## config.mk

```make
export PLATFORM = sky130hd
export DESIGN_NAME = square_matrix_multiply
export DESIGN_NICKNAME = d
export VERILOG_FILES = /design/src/hdl/smm_pkg.sv /design/src/hdl/smm_ram.sv /design/src/hdl/square_matrix_multiply.sv
export SDC_FILE = /design/constraint.sdc
export NUM_CORES = 2
export LEC_CHECK = 0
export BUFFER_PORTS_ARGS = -buffer_cell sky130_fd_sc_hd__buf_4
export CORE_MARGIN = 1
export CORE_UTILIZATION = 26
export DETAILED_ROUTE_END_ITERATION = 10
export GPL_ROUTABILITY_DRIVEN = 0
export MAX_ROUTING_LAYER = met4
export PLACE_DENSITY = 0.38
export SYNTH_ARGS = -nofsm -noshare
export SYNTH_HDL_FRONTEND = slang
export SYNTH_SLANG_ARGS = --single-unit
```

## constraint.sdc

```tcl
create_clock -name i_clk -period 7.5 [get_ports i_clk]
set_input_delay 2.25 -clock i_clk [delete_from_list [all_inputs] [get_ports i_clk]]
set_output_delay 2.25 -clock i_clk [all_outputs]
set_load 0.1 [all_outputs]
```

## src/hdl/smm_pkg.sv

```systemverilog
// Shared types and constants for the square matrix multiplier.
// Holds the input and output word layouts and the command codes; no dependencies.
package smm_pkg;

    localparam logic [1:0] CMD_LOAD_A  = 2'd0;
    localparam logic [1:0] CMD_LOAD_B  = 2'd1;
    localparam logic [1:0] CMD_COMPUTE = 2'd2;

    localparam logic [3:0] SIZE_RESET  = 4'd8;
    localparam int         IDX_W       = 3;
    localparam int         ELEM_W      = 16;
    localparam int         PROD_W      = 2 * ELEM_W;
    localparam int         ACC_W       = 36;
    // wide enough for row * 8 + col with 3-bit indexes
    localparam int         ADDR_CALC_W = 6;

    typedef struct packed {
        logic [1:0]               command;
        logic [IDX_W-1:0]         row_index;
        logic [IDX_W-1:0]         col_index;
        logic signed [ELEM_W-1:0] element_value;
    } t_in_word;

    typedef struct packed {
        logic [IDX_W-1:0]        out_row;
        logic [IDX_W-1:0]        out_col;
        logic signed [ACC_W-1:0] product_value;
        logic                    last_element;
    } t_out_word;

    // control tag that travels with each multiply-accumulate step
    typedef struct packed {
        logic             valid;
        logic             first_k;
        logic             last_k;
        logic             last;
        logic [IDX_W-1:0] i;
        logic [IDX_W-1:0] j;
    } t_mac_tag;

endpackage

```

## src/hdl/smm_ram.sv

```systemverilog
// Generic single-write, single-read RAM with registered read data.
// Standalone; no package dependencies.
module smm_ram #(
    parameter int WIDTH = 16,
    parameter int DEPTH = 64
) (
    input  logic                                 i_clk,
    input  logic                                 i_we,
    input  logic [(DEPTH > 1 ? $clog2(DEPTH) : 1)-1:0] i_waddr,
    input  logic [WIDTH-1:0]                     i_wdata,
    input  logic                                 i_re,
    input  logic [(DEPTH > 1 ? $clog2(DEPTH) : 1)-1:0] i_raddr,
    output logic [WIDTH-1:0]                     o_rdata
);

    logic [WIDTH-1:0] r_mem [DEPTH];
    logic [WIDTH-1:0] r_rdata;

    always_ff @(posedge i_clk) begin
        if (i_we) begin
            r_mem[i_waddr] <= i_wdata;
        end
        // hold read data while not enabled
        if (i_re) begin
            r_rdata <= r_mem[i_raddr];
        end
    end

    assign o_rdata = r_rdata;

endmodule

```

## src/hdl/square_matrix_multiply.sv

```systemverilog
// Square matrix multiplier C = A x B on signed Q8.8 elements, exact Q20.16 sums.
// Load words (A or B element by row and column) are accepted whenever the block is idle.
// A compute word stalls the input until the last result enters the output register: one
// shared multiplier and accumulator performs one multiply-accumulate per cycle unless
// the output stalls, fed by one read port on each matrix RAM, and the n*n results leave
// in row-major order, last one flagged. Depends on smm_pkg and smm_ram.
module square_matrix_multiply #(
    parameter int MAX_DIM = 8
) (
    input  logic              i_clk,
    input  logic              i_rst_n,
    input  logic              i_in_valid,
    output logic              o_in_stall,
    input  smm_pkg::t_in_word i_in_data,
    output logic              o_out_valid,
    input  logic              i_out_stall,
    output smm_pkg::t_out_word o_out_data,
    input  logic              i_cfg_we,
    input  logic [3:0]        i_cfg_data
);

    localparam int DEPTH = MAX_DIM * MAX_DIM;
    localparam int AW    = DEPTH > 1 ? $clog2(DEPTH) : 1;

    typedef enum logic [1:0] {
        ST_IDLE,
        ST_ISSUE,
        ST_DRAIN
    } t_state;

    t_state                        r_state, n_state;
    logic [3:0]                    r_size;
    logic [3:0]                    r_dim, n_dim;
    logic [smm_pkg::IDX_W-1:0]     r_i, n_i, r_j, n_j, r_k, n_k;
    smm_pkg::t_mac_tag             r_s1, n_s1, r_s2, n_s2;
    logic signed [smm_pkg::PROD_W-1:0] r_prod, n_prod;
    logic signed [smm_pkg::ACC_W-1:0]  r_acc, n_acc;
    logic                          r_out_valid, n_out_valid;
    smm_pkg::t_out_word            r_out, n_out;

    logic                          adv;
    logic                          in_accept;
    logic                          in_range;
    logic [3:0]                    clamp_dim;
    logic [smm_pkg::IDX_W-1:0]     last_idx;
    logic                          we_a, we_b;
    logic [AW-1:0]                 waddr, raddr_a, raddr_b;
    logic [smm_pkg::ELEM_W-1:0]    rdata_a, rdata_b;
    logic signed [smm_pkg::ACC_W-1:0] prod_ext;
    logic signed [smm_pkg::ACC_W-1:0] acc_sum;

    // the whole MAC pipe moves only when the output register can take a word
    assign adv       = !r_out_valid || !i_out_stall;
    assign in_accept = i_in_valid && (r_state == ST_IDLE);
    assign last_idx  = smm_pkg::IDX_W'(r_dim - 4'd1);

    always_comb begin
        if (r_size == 4'd0) begin
            clamp_dim = 4'd1;
        end else if (r_size > 4'(MAX_DIM)) begin
            clamp_dim = 4'(MAX_DIM);
        end else begin
            clamp_dim = r_size;
        end
    end

    assign in_range = ({1'b0, i_in_data.row_index} < clamp_dim) &&
                      ({1'b0, i_in_data.col_index} < clamp_dim);
    assign we_a = in_accept && in_range && (i_in_data.command == smm_pkg::CMD_LOAD_A);
    assign we_b = in_accept && in_range && (i_in_data.command == smm_pkg::CMD_LOAD_B);

    assign waddr   = AW'(smm_pkg::ADDR_CALC_W'(i_in_data.row_index) *
                         smm_pkg::ADDR_CALC_W'(MAX_DIM) +
                         smm_pkg::ADDR_CALC_W'(i_in_data.col_index));
    assign raddr_a = AW'(smm_pkg::ADDR_CALC_W'(r_i) * smm_pkg::ADDR_CALC_W'(MAX_DIM) +
                         smm_pkg::ADDR_CALC_W'(r_k));
    assign raddr_b = AW'(smm_pkg::ADDR_CALC_W'(r_k) * smm_pkg::ADDR_CALC_W'(MAX_DIM) +
                         smm_pkg::ADDR_CALC_W'(r_j));

    smm_ram #(.WIDTH(smm_pkg::ELEM_W), .DEPTH(DEPTH)) u_ram_a (
        .i_clk   (i_clk),
        .i_we    (we_a),
        .i_waddr (waddr),
        .i_wdata (i_in_data.element_value),
        .i_re    (adv),
        .i_raddr (raddr_a),
        .o_rdata (rdata_a)
    );

    smm_ram #(.WIDTH(smm_pkg::ELEM_W), .DEPTH(DEPTH)) u_ram_b (
        .i_clk   (i_clk),
        .i_we    (we_b),
        .i_waddr (waddr),
        .i_wdata (i_in_data.element_value),
        .i_re    (adv),
        .i_raddr (raddr_b),
        .o_rdata (rdata_b)
    );

    assign prod_ext = {{(smm_pkg::ACC_W-smm_pkg::PROD_W){r_prod[smm_pkg::PROD_W-1]}}, r_prod};
    assign acc_sum  = r_s2.first_k ? prod_ext : r_acc + prod_ext;

    always_comb begin
        n_state     = r_state;
        n_dim       = r_dim;
        n_i         = r_i;
        n_j         = r_j;
        n_k         = r_k;
        n_s1        = r_s1;
        n_s2        = r_s2;
        n_prod      = r_prod;
        n_acc       = r_acc;
        n_out_valid = r_out_valid;
        n_out       = r_out;

        unique case (r_state)
            ST_IDLE: begin
                if (in_accept && (i_in_data.command == smm_pkg::CMD_COMPUTE)) begin
                    n_dim   = clamp_dim;
                    n_i     = '0;
                    n_j     = '0;
                    n_k     = '0;
                    n_state = ST_ISSUE;
                end
            end
            ST_ISSUE: begin
                if (adv) begin
                    // advance k fastest, then column, then row
                    if (r_k == last_idx) begin
                        n_k = '0;
                        if (r_j == last_idx) begin
                            n_j = '0;
                            if (r_i == last_idx) begin
                                n_state = ST_DRAIN;
                            end else begin
                                n_i = r_i + 1'b1;
                            end
                        end else begin
                            n_j = r_j + 1'b1;
                        end
                    end else begin
                        n_k = r_k + 1'b1;
                    end
                end
            end
            ST_DRAIN: begin
                if (adv && r_s2.valid && r_s2.last) begin
                    n_state = ST_IDLE;
                end
            end
            default: begin
                n_state = ST_IDLE;
            end
        endcase

        if (adv) begin
            n_s1.valid   = (r_state == ST_ISSUE);
            n_s1.first_k = (r_k == '0);
            n_s1.last_k  = (r_k == last_idx);
            n_s1.last    = (r_i == last_idx) && (r_j == last_idx) && (r_k == last_idx);
            n_s1.i       = r_i;
            n_s1.j       = r_j;

            n_s2   = r_s1;
            n_prod = $signed(rdata_a) * $signed(rdata_b);

            if (r_s2.valid) begin
                n_acc = acc_sum;
            end
            n_out_valid               = r_s2.valid && r_s2.last_k;
            n_out.out_row             = r_s2.i;
            n_out.out_col             = r_s2.j;
            n_out.product_value       = acc_sum;
            n_out.last_element        = r_s2.last;
        end
    end

    always_ff @(posedge i_clk) begin
        if (!i_rst_n) begin
            r_state     <= ST_IDLE;
            r_size      <= smm_pkg::SIZE_RESET;
            r_s1.valid  <= 1'b0;
            r_s2.valid  <= 1'b0;
            r_out_valid <= 1'b0;
        end else begin
            r_state     <= n_state;
            if (i_cfg_we) begin
                r_size <= i_cfg_data;
            end
            r_s1.valid  <= n_s1.valid;
            r_s2.valid  <= n_s2.valid;
            r_out_valid <= n_out_valid;
        end
        r_dim         <= n_dim;
        r_i           <= n_i;
        r_j           <= n_j;
        r_k           <= n_k;
        r_s1.first_k  <= n_s1.first_k;
        r_s1.last_k   <= n_s1.last_k;
        r_s1.last     <= n_s1.last;
        r_s1.i        <= n_s1.i;
        r_s1.j        <= n_s1.j;
        r_s2.first_k  <= n_s2.first_k;
        r_s2.last_k   <= n_s2.last_k;
        r_s2.last     <= n_s2.last;
        r_s2.i        <= n_s2.i;
        r_s2.j        <= n_s2.j;
        r_prod        <= n_prod;
        r_acc         <= n_acc;
        r_out         <= n_out;
    end

    assign o_in_stall  = (r_state != ST_IDLE);
    assign o_out_valid = r_out_valid;
    assign o_out_data  = r_out;

`ifndef ASSERT_OFF
    a_idle_pipe_empty: assert property (@(posedge i_clk) disable iff (!i_rst_n)
        (r_state == ST_IDLE) |-> (!r_s1.valid && !r_s2.valid))
        else $error("MAC pipe busy while idle");

    a_last_on_diagonal: assert property (@(posedge i_clk) disable iff (!i_rst_n)
        (o_out_valid && o_out_data.last_element) |->
            (o_out_data.out_row == o_out_data.out_col))
        else $error("last word not at bottom-right corner");

    a_last_ends_run: assert property (@(posedge i_clk) disable iff (!i_rst_n)
        (adv && r_s2.valid && r_s2.last) |=> (r_state == ST_IDLE))
        else $error("run did not end after last word");
`endif

endmodule
```

==> flow_summary.toml <==
[status]
status = "finished, final reports clean"

[critical_path]
r2r_end = "r_prod[28]"
ff2ff_path_depth = 19
cp_max_fo = 16
r2r-start = "u_ram_b.o_rdata[8]"
critPathLaunchType = "flip-flop"
crit_path_start = "u_ram_b.o_rdata[8]"
reg2reg_slack_ps = 650
cp_data_arrival_time_ps = 7460
crit_type = "flip-flop to flip-flop"
cp.required_ps = 8110
end_kind = "flip-flop"
crit_end = "r_prod[28]"

[power_and_ir_drop]
p_leak_nw = 36.5
peakVddDrop_mv = 0.982
p_total_mw = 55.5
power.density_nw_per_um2 = 496

[cts]
clkTransAtPathRegs_ps = 60
root_buffer = "clkbuf_16"
clk_latency_ps = 870
cts-buffers-inserted = 269
cts_setup_buffers = 0
ctsHtreeMaxLevel = 5
cts_max_path_buffers = 4
cts_tree = "yes"
hold_buffers = 0
cts_resized = 0
clock_sinks = 2230

[final_layout]
multi_input_area_um2 = 27300
layout-drive-gt1-share = 0.265
nNetsFinal = 5481
regArea_um2 = 66900
fillers = 35283
syn_to_final_growth_pct = 16.7
layout.cells.non_filler = 10076
stdcell_area_um2 = 112000

[placement]
dp_slack_ps = 632
io_buffers = 77
dp_hpwl_um = 166000
placed_cells = 9604
dpl-instance-area_um2 = 104000

[yosys]
synth_most_common_cell = "edfxtp_1"
synth-seq-area-share = 0.697
synth_commonest_cells = "2221 x edfxtp_1, 672 x mux4_2, 324 x inv_1"
synth_top_cell_by_area = "edfxtp_1"
postSynthCellCount = 4723
synth_fp_nets = 5145
synth_cell_type_count = 70
ys_warn_count = 0
synth.avg_cell_area_um2 = 20.3
synth_area_um2 = 95900
synth_top_area_frac = 0.695
ys_top_cells_by_area = "edfxtp_1 70%, mux4_2 16%, fa_1 5.5%, ha_1 1.6%, inv_1 1.3%"
async_flop_share = 0
ys_ff_latch = 2230
ys.flop_type = "edfxtp_1"
synth_edf_count = 2221

[global_routing]
grt_start_max_net_pins = 107
grt_use_total = 0.152
grt_pass1_vias = 49002
antenna_found_initial = 31
grt_pass1_wl_um = 388000
grt_overflow = 0

[floorplanning]
rows = 222
core_um2 = 366000
die_width_um = 609
fp.dieH_um = 609
start_util = 0.262
die_area_um2 = 371000
io_pins = 78

[timing]
hold_viol = 0
fin_ws_ps = 646
tightestPinTransition_ps = 1180
period_needed_ps = 6850
period_share = 0.914
finalSetupViolCount = 0
slew_headroom = 0.216
tns_ps = 0
rsz0062_at_grt = "false"
clock-skew-final_ps = 35.5
fmax_mhz = 146
drv_slew = 0

[flow_run]
maxCapViolCount = 0

[worst_hold_path]
hp-class = "flip-flop to flip-flop"

[drt]
drt-initial-drc-count = 3857
drt-pass1-iter-count = 6
avgViaCountPerCell = 4.53
drc_errors = 0
wl_um = 276000
ant_nets = 0
wl_per_cell_um = 27.3
vias = 45662
-- placed cells by master (no fill, tap or decap), drive strengths merged, types with 10 or more instances in the layout --
master / netlist / final
buf: 92 / 271
nand2: 201 / 201
clkinv: 1 / 97
nand2b: 19 / 19
a21oi: 55 / 55
and3: 10 / 10
clkbuf: 114 / 337
o21ai: 64 / 64
edfxtp: 2221 / 2221
a21o: 25 / 25
nand3: 16 / 16
bufinv: 0 / 17
ha: 126 / 126
and2: 128 / 128
mux4: 672 / 672
inv: 324 / 335
fa: 263 / 263
nor2b: 16 / 16
xnor2: 47 / 47
nor3: 12 / 12
nor2: 175 / 175
xor2: 28 / 28
-- stage by stage --
| step | utilization | hold slack [ps] |
|---|---|---|
| final | 0.306 | 417 |
| after CTS | 0.306 | 419 |
| after global routing | 0.306 | 428 |
| after floorplan | - | 400 |
| after detailed placement | 0.283 | 405 |
| after global placement | 0.283 | 404 |
-- layout make-up --
class	instances	share of cell area
well taps	4816	0.0538
repair buffers	271	0.0196
flip-flops and latches	2230	0.597
multi-input cells	1962	0.244
diodes	9	0.000201
clock inverters	126	0.0104
inverters	325	0.0109
clock buffers	337	0.0639
-- where the power goes --
part           total [mW]  switching (mW)  internal, mW
clock                12.5            5.20          7.35
sequential           15.8           0.239          15.5
combinational        27.2            15.4          11.9
-- routing by layer --
| layer | share of wire | track usage |
|---|---|---|
| met1 | 0.46 | 0.205 |
| met2 | 0.48 | 0.240 |
| met3 | 0.049 | 0.0267 |
| met4 | 0.019 | 0.0293 |
| met5 | 0 | - |
-- cells by family after synthesis --
logic type | Yosys count | synth area share
buffers and inverters | 531 | 0.0220
AO/OA/AOI/OAI | 214 | 0.0144
adder cells (fa/ha/maj) | 389 | 0.0713
XOR/XNOR | 75 | 0.00685
multiplexers | 678 | 0.158
AND/OR/NAND/NOR | 606 | 0.0296
flip-flops | 2230 | 0.697
-- worst max-delay path, cell delays in order, from the launching register on --
cell and delay, ps:
edfxtp_1 810, nand2_1 170, fa_1 560, inv_1 60
fa_1 480, fa_1 590, fa_1 450, fa_1 540
inv_1 70, fa_1 480, inv_1 50, ha_1 340
a21o_1 210, a2111o_1 380, o221a_2 350, o2111ai_1 230
nand2_1 150, a2111oi_2 390, nor3_1 120, xor2_1 150
-- state kept, by name (all words and copies together), names as in the netlist, 10 cells and up --
name and flops:
u_ram_a.r_mem 1024, u_ram_b.r_mem 1024, o_out_data 43, r_acc 36, r_prod 32, u_ram_a.o_rdata 16
u_ram_b.o_rdata 16, r_s1 10, r_s2 10
-- worst min path at each step --
stage | from | to | cells after the start
6_report | r_s1[4] | r_s2[4] | 0
2_1_floorplan | r_s2[0] | o_out_data[37] | 0
5_1_grt | r_s1[5] | r_s2[5] | 0
3_5_place_dp | r_s1[2] | r_s2[2] | 0
3_3_place_gp | r_s2[4] | o_out_data[41] | 0
4_1_cts | r_s1[6] | r_s2[6] | 0
Note: power is estimated with default switching activity, not from simulation.
